### src/rtl/hkr_pkg.sv
// shared constants and key code tables for the keyboard report decoder
`timescale 1ns / 1ps
`default_nettype none

package hkr_pkg;

  localparam int INPUT_SLOTS = 6;
  localparam int KEY_SLOTS_DEF = 6;
  localparam logic [7:0] MAX_USAGE = 8'd103;
  localparam logic [7:0] CODE_EMPTY = 8'd0;

  // usage code to character, plain or shifted layout; 0 means unmapped
  function automatic logic [7:0] map_char(input logic [7:0] code, input logic shifted);
    logic [7:0] c;
    begin
      c = 8'h00;
      if (code >= 8'd4 && code <= 8'd29) begin
        c = shifted ? (8'h41 + (code - 8'd4)) : (8'h61 + (code - 8'd4));
      end else if (code >= 8'd89 && code <= 8'd97) begin
        c = 8'h31 + (code - 8'd89);
      end else if (!shifted && code >= 8'd30 && code <= 8'd38) begin
        c = 8'h31 + (code - 8'd30);
      end else begin
        case (code)
          8'd39:  c = shifted ? 8'h29 : 8'h30;
          8'd30:  c = 8'h21;
          8'd31:  c = 8'h22;
          8'd32:  c = 8'hA3;
          8'd33:  c = 8'h24;
          8'd34:  c = 8'h25;
          8'd35:  c = 8'h5E;
          8'd36:  c = 8'h26;
          8'd37:  c = 8'h2A;
          8'd38:  c = 8'h28;
          8'd40:  c = 8'h0A;
          8'd42:  c = 8'h08;
          8'd43:  c = 8'h09;
          8'd44:  c = 8'h20;
          8'd45:  c = shifted ? 8'h5F : 8'h2D;
          8'd46:  c = shifted ? 8'h2B : 8'h3D;
          8'd47:  c = shifted ? 8'h7B : 8'h5B;
          8'd48:  c = shifted ? 8'h7D : 8'h5D;
          8'd49:  c = shifted ? 8'h7C : 8'h5C;
          8'd50:  c = shifted ? 8'h7E : 8'h23;
          8'd51:  c = shifted ? 8'h3A : 8'h3B;
          8'd52:  c = shifted ? 8'h40 : 8'h27;
          8'd53:  c = shifted ? 8'hAC : 8'h60;
          8'd54:  c = shifted ? 8'h3C : 8'h2C;
          8'd55:  c = shifted ? 8'h3E : 8'h2E;
          8'd56:  c = shifted ? 8'h3F : 8'h2F;
          8'd84:  c = 8'h2F;
          8'd85:  c = 8'h2A;
          8'd86:  c = 8'h2D;
          8'd87:  c = 8'h2B;
          8'd88:  c = 8'h0A;
          8'd98:  c = 8'h30;
          8'd99:  c = 8'h2E;
          8'd100: c = shifted ? 8'h7C : 8'h5C;
          8'd103: c = 8'h3D;
          default: c = 8'h00;
        endcase
      end
      return c;
    end
  endfunction

endpackage

`default_nettype wire

### src/rtl/hkr_key_history.sv
// previous report's key slots and the per-slot repeat compare
`timescale 1ns / 1ps
`default_nettype none

module hkr_key_history #(
  parameter int KEY_SLOTS = hkr_pkg::KEY_SLOTS_DEF
) (
  input  wire logic                 clk,
  input  wire logic                 rst,
  input  wire logic                 update,
  input  wire logic [7:0]           cur_slots [KEY_SLOTS],
  output logic      [KEY_SLOTS-1:0] seen_mask
);

  logic [7:0] prev_slots [KEY_SLOTS];

  always_ff @(posedge clk) begin
    if (rst) begin
      for (int i = 0; i < KEY_SLOTS; i++) prev_slots[i] <= hkr_pkg::CODE_EMPTY;
    end else if (update) begin
      for (int i = 0; i < KEY_SLOTS; i++) prev_slots[i] <= cur_slots[i];
    end
  end

  // a slot is a repeat if its code sits anywhere in the previous report
  always_comb begin
    for (int i = 0; i < KEY_SLOTS; i++) begin
      seen_mask[i] = 1'b0;
      for (int j = 0; j < KEY_SLOTS; j++) begin
        if (prev_slots[j] == cur_slots[i]) seen_mask[i] = 1'b1;
      end
    end
  end

endmodule

`default_nettype wire

### src/rtl/hkr_key_scan.sv
// ordered scan of the slots and character lookup
`timescale 1ns / 1ps
`default_nettype none

module hkr_key_scan #(
  parameter int KEY_SLOTS = hkr_pkg::KEY_SLOTS_DEF
) (
  input  wire logic [7:0]           cur_slots [KEY_SLOTS],
  input  wire logic [KEY_SLOTS-1:0] seen_mask,
  input  wire logic                 shifted,
  output logic      [7:0]           ascii_char
);

  logic       stopped;
  logic       found;
  logic [7:0] mapped;

  always_comb begin
    stopped = 1'b0;
    found = 1'b0;
    mapped = 8'h00;
    ascii_char = 8'h00;
    for (int i = 0; i < KEY_SLOTS; i++) begin
      mapped = hkr_pkg::map_char(cur_slots[i], shifted);
      if (!stopped && !found) begin
        // an empty slot ends the scan
        if (cur_slots[i] == hkr_pkg::CODE_EMPTY) begin
          stopped = 1'b1;
        end else if (!seen_mask[i] && cur_slots[i] <= hkr_pkg::MAX_USAGE &&
                     mapped != 8'h00) begin
          ascii_char = mapped;
          found = 1'b1;
        end
      end
    end
  end

endmodule

`default_nettype wire

### src/rtl/hid_keyboard_report_to_ascii.sv
// Keyboard report to character converter, top level.
// Input channel: in_valid/in_ready carry one report (slot_0..slot_5 usage
// codes, left_shift, right_shift). Output channel: out_valid/out_ready
// carry one ascii_char per report, 0 when no new mapped key was pressed.
// Each report is compared against the previous report's slots, which are
// replaced by the current report when it is processed.
// A report passes through the input register, then the result register,
// which drives out_valid; a receiver stall can hold it in the input
// register. Throughput: one report per cycle while the receiver keeps up; the
// lookup is a single pass of compares and a table between the two registers.
// When the receiver stalls, the result register holds its value and the
// input register can still take one more report; in_ready drops only when
// both are full. Reset clears both valid flags and the stored slots to
// empty, so the first report sees no previous keys.
`timescale 1ns / 1ps
`default_nettype none

module hid_keyboard_report_to_ascii #(
  parameter int KEY_SLOTS = hkr_pkg::KEY_SLOTS_DEF
) (
  input  wire logic       clk,
  input  wire logic       rst,
  input  wire logic       in_valid,
  output logic            in_ready,
  input  wire logic [7:0] slot_0,
  input  wire logic [7:0] slot_1,
  input  wire logic [7:0] slot_2,
  input  wire logic [7:0] slot_3,
  input  wire logic [7:0] slot_4,
  input  wire logic [7:0] slot_5,
  input  wire logic       left_shift,
  input  wire logic       right_shift,
  output logic            out_valid,
  input  wire logic       out_ready,
  output logic      [7:0] ascii_char
);

  logic                 stage_valid;
  logic [7:0]           stage_slots [hkr_pkg::INPUT_SLOTS];
  logic                 stage_shifted;
  logic                 advance;
  logic [7:0]           cur_slots [KEY_SLOTS];
  logic [KEY_SLOTS-1:0] seen_mask;
  logic [7:0]           char_next;

  assign advance  = stage_valid && (!out_valid || out_ready);
  assign in_ready = !stage_valid || advance;

  always_ff @(posedge clk) begin
    if (rst) begin
      stage_valid <= 1'b0;
      out_valid   <= 1'b0;
    end else begin
      if (in_ready) stage_valid <= in_valid;
      if (advance) out_valid <= 1'b1;
      else if (out_ready) out_valid <= 1'b0;
    end
  end

  always_ff @(posedge clk) begin
    if (in_valid && in_ready) begin
      stage_slots[0] <= slot_0;
      stage_slots[1] <= slot_1;
      stage_slots[2] <= slot_2;
      stage_slots[3] <= slot_3;
      stage_slots[4] <= slot_4;
      stage_slots[5] <= slot_5;
      stage_shifted  <= left_shift | right_shift;
    end
    if (advance) ascii_char <= char_next;
  end

  // slots past the report fields count as empty
  for (genvar g = 0; g < KEY_SLOTS; g++) begin : g_slot
    if (g < hkr_pkg::INPUT_SLOTS) begin : g_field
      assign cur_slots[g] = stage_slots[g];
    end else begin : g_empty
      assign cur_slots[g] = hkr_pkg::CODE_EMPTY;
    end
  end

  hkr_key_history #(
    .KEY_SLOTS (KEY_SLOTS)
  ) u_history (
    .clk       (clk),
    .rst       (rst),
    .update    (advance),
    .cur_slots (cur_slots),
    .seen_mask (seen_mask)
  );

  hkr_key_scan #(
    .KEY_SLOTS (KEY_SLOTS)
  ) u_scan (
    .cur_slots  (cur_slots),
    .seen_mask  (seen_mask),
    .shifted    (stage_shifted),
    .ascii_char (char_next)
  );

endmodule

`default_nettype wire

### config.mk
export PLATFORM = sky130hd
export DESIGN_NAME = hid_keyboard_report_to_ascii
export DESIGN_NICKNAME = d
export VERILOG_FILES = /design/src/rtl/hkr_pkg.sv /design/src/rtl/hkr_key_history.sv /design/src/rtl/hkr_key_scan.sv /design/src/rtl/hid_keyboard_report_to_ascii.sv
export SDC_FILE = /design/constraint.sdc
export NUM_CORES = 1
export LEC_CHECK = 0
export ABC_AREA = 1
export BUFFER_PORTS_ARGS = -buffer_cell sky130_fd_sc_hd__buf_2
export CAP_MARGIN = 30
export CORE_MARGIN = 2
export CORE_UTILIZATION = 54
export DETAILED_ROUTE_END_ITERATION = 6
export GPL_TIMING_DRIVEN = 0
export PLACE_DENSITY = 0.82
export SYNTH_ARGS = -nofsm -noshare
export SYNTH_HDL_FRONTEND = slang
export SYNTH_HIERARCHICAL = 1
export SYNTH_SLANG_ARGS = --single-unit
export TNS_END_PERCENT = 30
### constraint.sdc
create_clock -name clk -period 3.55 [get_ports clk]
set_input_delay 0 -clock clk [delete_from_list [all_inputs] [get_ports clk]]
set_output_delay 0 -clock clk [all_outputs]
set_load 0.01 [all_outputs]
Yosys cells after proc, flatten, opt, wreduce, memory -nomap -nowiden
Memory sizes are Yosys's and may differ from the RTL's.
Cells that the tools add are included.
{"block": "word_totals", "register_bits": 11, "ramBits": 96, "input_bits": 54, "output_inout_bits": 10, "word_cells": 572, "n_memories": 2}
{"block": "classes", "n_addsub": 42, "magnitude_cmp": 42, "n_eq_ne": 246, "mux": 134, "bitwise_logic": 7, "reduce_logical": 95}
{"name": "stage_slots", "depth": 6, "word_bits": 8, "rd": 6, "rd_ports_with_merged_regs": 0, "write_ports": 6, "line": "hid_keyboard_report_to_ascii.sv:39", "rtl": "logic [7:0] stage_slots [hkr_pkg::INPUT_SLOTS];"}
{"name": "u_history.prev_slots", "depth": 6, "word_bits": 8, "rd": 6, "rd_ports_with_merged_regs": 0, "write_ports": 6, "line": "hkr_key_history.sv:15", "rtl": "logic [7:0] prev_slots [KEY_SLOTS];"}
{"cell": "case mux 8 bit (32 select lines)", "n": 6}
{"cell": "equality test 8 x 6 -> 1 bit, second input constant", "n": 144}
{"cell": "equality test 8 x 7 -> 1 bit, second input constant", "n": 54}
{"cell": "two-way mux 8 bit", "n": 48}
{"cell": "equality test 8 bit", "n": 36}
{"cell": "adder 6 x 8 -> 8 bit, first input constant", "n": 12}
{"cell": "adder 7 x 8 -> 8 bit, first input constant", "n": 12}
{"cell": "equality test 8 x 5 -> 1 bit, second input constant", "n": 12}
{"cell": "<= comparator 8 x 7 -> 1 bit, second input constant", "n": 12}
{"cell": "two-way mux 1 bit", "n": 69}
{"cell": ">= comparator 8 x 3 -> 1 bit, second input constant", "n": 6}
{"cell": ">= comparator 8 x 5 -> 1 bit, second input constant", "n": 6}
{"cell": ">= comparator 8 x 7 -> 1 bit, second input constant", "n": 6}
{"cell": "<= comparator 8 x 5 -> 1 bit, second input constant", "n": 6}
{"cell": "<= comparator 8 x 6 -> 1 bit, second input constant", "n": 6}
{"cell": "zero test 8 bit", "n": 6}
{"cell": "nonzero test 8 bit", "n": 6}
{"cell": "subtractor 8 x 3 -> 8 bit, second input constant", "n": 6}
{"cell": "subtractor 8 x 5 -> 8 bit, second input constant", "n": 6}
{"cell": "subtractor 8 x 7 -> 8 bit, second input constant", "n": 6}
{"cell": "logical AND 1 bit", "n": 43}
{"cell": "OR reduction 2 bit", "n": 18}
{"cell": "two-way mux 5 bit", "n": 5}
{"cell": "two-way mux 7 bit", "n": 3}
{"cell": "5 further kinds", "n": 32}

Logic depth before layout (Yosys ltp)
An unclocked memory read counts as a cell.
{"block": "logic_depth", "word_depth": 28, "mapped_depth": 27, "depth_no_buf": 25}

By module
Netlist, hierarchy kept.
{"module": "hkr_key_scan", "instances": 1, "cells_each": 2054, "area_per_inst_um2": 10103.4, "seq_area_each_um2": 0.0}
{"module": "hkr_key_history", "instances": 1, "cells_each": 988, "area_per_inst_um2": 6324.8, "seq_area_each_um2": 1441.4}
{"module": "hid_keyboard_report_to_ascii", "instances": 1, "cells_each": 70, "area_per_inst_um2": 1809.2, "seq_area_each_um2": 1751.7}

Least setup slack after synthesis
Ideal clock, no wire load.
{"block": "synth_timing", "kind": "register to register", "from": "memory stage_slots[0][4]", "to": "register ascii_char[2] (data pin)", "setup_ps": 252, "arrival_time_ps": 3149, "t_required_ps": 3298, "setup_slack_ps": 149, "stages_incl_launch_ff": 25, "path_buffers": 2, "period_less_slack_ps": 3401, "path_cell_list": "edfxtp_1 > buf_4 > inv_2 > ha_1 > a21boi_0 > xor2_1 > inv_1 > ha_1 > nand2_1 > nand2_1 > xnor2_1 > nand2_1 > nand2_1 > nand2_1 > nor2_1 > nand3_2 > nand2_4 > nand3_4 > nor2_8 > nand2_4 > nor2_8 > buf_6 > nand3_1 > nand2_1 > nand2_1"}
{"element": "start, declared", "line": "hid_keyboard_report_to_ascii.sv:39"}
{"element": "end signal, assigned", "line": "hid_keyboard_report_to_ascii.sv:70", "rtl": "if (advance) ascii_char <= char_next;"}
{"element": "end, declared", "line": "hid_keyboard_report_to_ascii.sv:35", "rtl": "output logic [7:0] ascii_char"}

==> results.json <==
{
  "status": "complete, but fails checks",
  "violated_checks": "negative setup slack",
  "dpl.hpwl_um": 50300,
  "clock_tree.root_cell": "sky130_fd_sc_hd__clkbuf_16",
  "r2r_cells": 21,
  "start_kind": "register",
  "num-nets-final": 3476,
  "clock_skew_ns": 0.0201,
  "detailroute.wirelength.met2_um": 32200,
  "dr_wl_met3_um": 6640,
  "fin_util_pct": 66.0,
  "final_hold_viol_count": 0,
  "vias_per_cell": 5.79,
  "r2r-start": "stage_slots[1][2]$_DFFE_PP_",
  "grt_antenna_before_repair": 0,
  "num_rows": 67,
  "synth_edf_count": 105,
  "min_period_ns": 3.62,
  "syn_to_final_growth_pct": 20.8,
  "detailedRoute.firstPassIterationCount": 6,
  "power_density_nw_per_um2": 236,
  "tritoncts": "done",
  "die_height_um": 188,
  "grt_setup_unrepaired": "yes",
  "highest_routed_metal_layer": "met4",
  "num_antenna_cells": 0,
  "period_share_pct": 102,
  "ys.warnings.count": 6,
  "power_w": 0.00520,
  "report.final.slew_viol_count": 0,
  "cp.required_ns": 3.68,
  "ys_seq_elements": 107,
  "cp.arrival_ns": 3.76,
  "detail_route.wl_per_cell_um": 18.3,
  "cap_violations": 0,
  "leakage_power_nw": 11.5,
  "track_usage_pct": 37.4,
  "worst_pin_slew_ns": 0.987,
  "syn-mean-instance-area_um2": 5.86,
  "final_common_cell": "sky130_fd_sc_hd__nand2_1",
  "ys_async_sr_fraction_pct": 0,
  "final_critical_path_setup_slack_ns": -0.0747,
  "peakVddDrop_mv": 0.275,
  "grt_start_max_net_pins": 34,
  "path_clk_slew_ns": 0.08,
  "critical_path.endpoint_type": "register",
  "clock_sink_count": 107,
  "min_from": "in_valid",
  "hp-class": "in -> reg",
  "reg2reg_slack_ns": -0.07,
  "holdWs_ns": 0.222,
  "min_to": "stage_slots[0][4]$_DFFE_PP_",
  "mostFrequentLayoutCells": "sky130_fd_sc_hd__nand2_1, sky130_fd_sc_hd__nor2_1, sky130_fd_sc_hd__inv_1",
  "port-buffer-count": 63,
  "max_clock_freq_mhz": 276,
  "postSynthNetCount": 3241,
  "postSynthCellCount": 3112,
  "place.gp.congestion": 0.999,
  "drt.antenna.violating_nets": 0,
  "wirelength_met1_um": 26100,
  "grt_remaining_overflow": 0,
  "slew-limit-headroom_pct": 34.2,
  "cts-htree-levels": 3,
  "post_synth_num_cell_types": 58,
  "setup-tns-final_ns": -0.384,
  "synthFlopType": "sky130_fd_sc_hd__edfxtp_1",
  "finalNonFillerCells": 3800,
  "initial_core_utilization_pct": 54.7,
  "fp.coreArea_um2": 33400,
  "worst_skew_pair.late_latency_ns": 0.40,
  "clockBufferDepth": 2,
  "placed_cells": 3625,
  "drt-total-wl_um": 69600,
  "route.detailed.drc": 0,
  "report.final.setup_viol": 8,
  "top_level_ports": 64,
  "drive_above_1_share_pct": 19.4,
  "die_width_um": 188,
  "largest_fanout_on_the_critical_path": 6,
  "n_fill_cell": 3065,
  "grt_pass1_vias": 20600,
  "post_synth_instance_area_um2": 18200,
  "first_pass_grt_wire_length_um": 106000,
  "num_vias": 22000,
  "ys_seq_area_share_pct": 17.5,
  "cts_inserted_buffers": 9,
  "type_of_the_worst_setup_path": "reg -> reg",
  "hold_path_stages": 3,
  "r2r_end": "ascii_char[4]$_DFFE_PP_",
  "fp.dieArea_um2": 35300,
  "dr.first_iter.drc_count": 2671
}
## metrics by stage
step,worst slack (ns),instance area [um2]
3_3_place_gp,-1.12,19100
3_5_place_dp,-1.10,19200
6_report,-0.0747,22000
4_1_cts,0.00101,20700
5_1_grt,-0.203,22000
2_1_floorplan,0.149,18200
## layout make-up
type | instances | area [um2] | area share, %
multi-input cells | 2505 | 13700 | 62.3
flip-flops and latches | 107 | 3190 | 14.5
repair buffers | 237 | 1820 | 8.28
inverters | 351 | 1380 | 6.25
plain buffers | 136 | 1030 | 4.67
well taps | 448 | 561 | 2.54
clock buffers | 10 | 229 | 1.04
clock inverters | 6 | 96.3 | 0.437
## critical path, cell delays in order, from the launching register on
cell	delay, ns
sky130_fd_sc_hd__edfxtp_1	0.46
sky130_fd_sc_hd__buf_6	0.14
sky130_fd_sc_hd__clkinvlp_4	0.15
sky130_fd_sc_hd__buf_4	0.18
sky130_fd_sc_hd__ha_1	0.30
sky130_fd_sc_hd__nor2_1	0.22
sky130_fd_sc_hd__nand3_1	0.19
sky130_fd_sc_hd__nand2_1	0.14
sky130_fd_sc_hd__xor2_1	0.10
sky130_fd_sc_hd__a21boi_1	0.26
sky130_fd_sc_hd__nand3_2	0.13
sky130_fd_sc_hd__nor2_4	0.10
sky130_fd_sc_hd__nand2_2	0.07
sky130_fd_sc_hd__nand2_4	0.11
sky130_fd_sc_hd__nand3_4	0.10
sky130_fd_sc_hd__nor2_8	0.13
sky130_fd_sc_hd__nand2_4	0.08
sky130_fd_sc_hd__nor2_8	0.16
sky130_fd_sc_hd__buf_6	0.13
sky130_fd_sc_hd__nand3_1	0.07
sky130_fd_sc_hd__nand2_1	0.08
sky130_fd_sc_hd__nand2_1	0.07
## cell usage after synthesis, drive strengths merged, types with 5 or more instances
cell type	count	share of area [%]
nor3	32	0.93
buf	129	4.9
nand4	53	1.9
o21ai	138	3.8
o211ai	5	0.21
o21a	8	0.33
edfxtp	105	17
xnor2	139	6.7
nand3	247	7.1
a21boi	11	0.47
or2	11	0.38
ha	75	5.1
o22ai	8	0.31
clkbuf	21	0.44
a31oi	10	0.34
nor2	462	10
inv	348	7.2
xor2	122	5.9
o2111ai	5	0.24
o21bai	6	0.25
nand2	1058	22
a21oi	71	2.1
nand3b	25	1.0
## registers in the layout, indices dropped and copies added (netlist names)
signal and count:
ascii_char 8, out_valid 1, stage_shifted 1, stage_slots 48, stage_valid 1, u_history/prev_slots 48
## cells by family (layout without fill, tap and decap cells)
kind of cell	Yosys count	count (layout)	share of synthesized area, %
compound gates	271	271	8.49
xor+xnor	261	261	12.5
simple gates	1896	1897	43.7
mux	1	1	0.0549
buf+inv	501	740	12.6
fa+ha+maj	75	75	5.15
flops	107	107	17.5
## worst max path at each step
stage | depth (start not counted) | endpoint | startpoint
4_1_cts | 25 | ascii_char[2]$_DFFE_PP_ | stage_slots[1][2]$_DFFE_PP_
6_report | 21 | ascii_char[4]$_DFFE_PP_ | stage_slots[1][2]$_DFFE_PP_
3_5_place_dp | 21 | ascii_char[2]$_DFFE_PP_ | stage_shifted$_DFFE_PP_
5_1_grt | 21 | ascii_char[4]$_DFFE_PP_ | stage_slots[1][2]$_DFFE_PP_
3_3_place_gp | 21 | ascii_char[2]$_DFFE_PP_ | stage_shifted$_DFFE_PP_
2_1_floorplan | 24 | ascii_char[2]$_DFFE_PP_ | stage_slots[0][4]$_DFFE_PP_
## what timing repair did
action                                  4_1_cts  5_1_grt
setup buffers                                49       69
hold buffers                                 53        0
pin swaps                                    19       68
cloned                                        2        0
endpoints found under the setup margin        8        8
endpoints found under the hold margin        51        0
resized for setup                           111      228
## where the power goes
group | switching (W) | internal, W
sequential | 0.0000841 | 0.00149
clock | 0.000546 | 0.000631
combinational | 0.00152 | 0.000927
total | 0.00215 | 0.00304
## layer usage
layer,vias to the layer above,global-route usage [%]
li1,10300,-
met1,10000,45.6
met2,1394,62.9
met3,302,5.09
met4,0,22.4
met5,-,0
No activity file was read; power rests on OpenSTA's default activity.
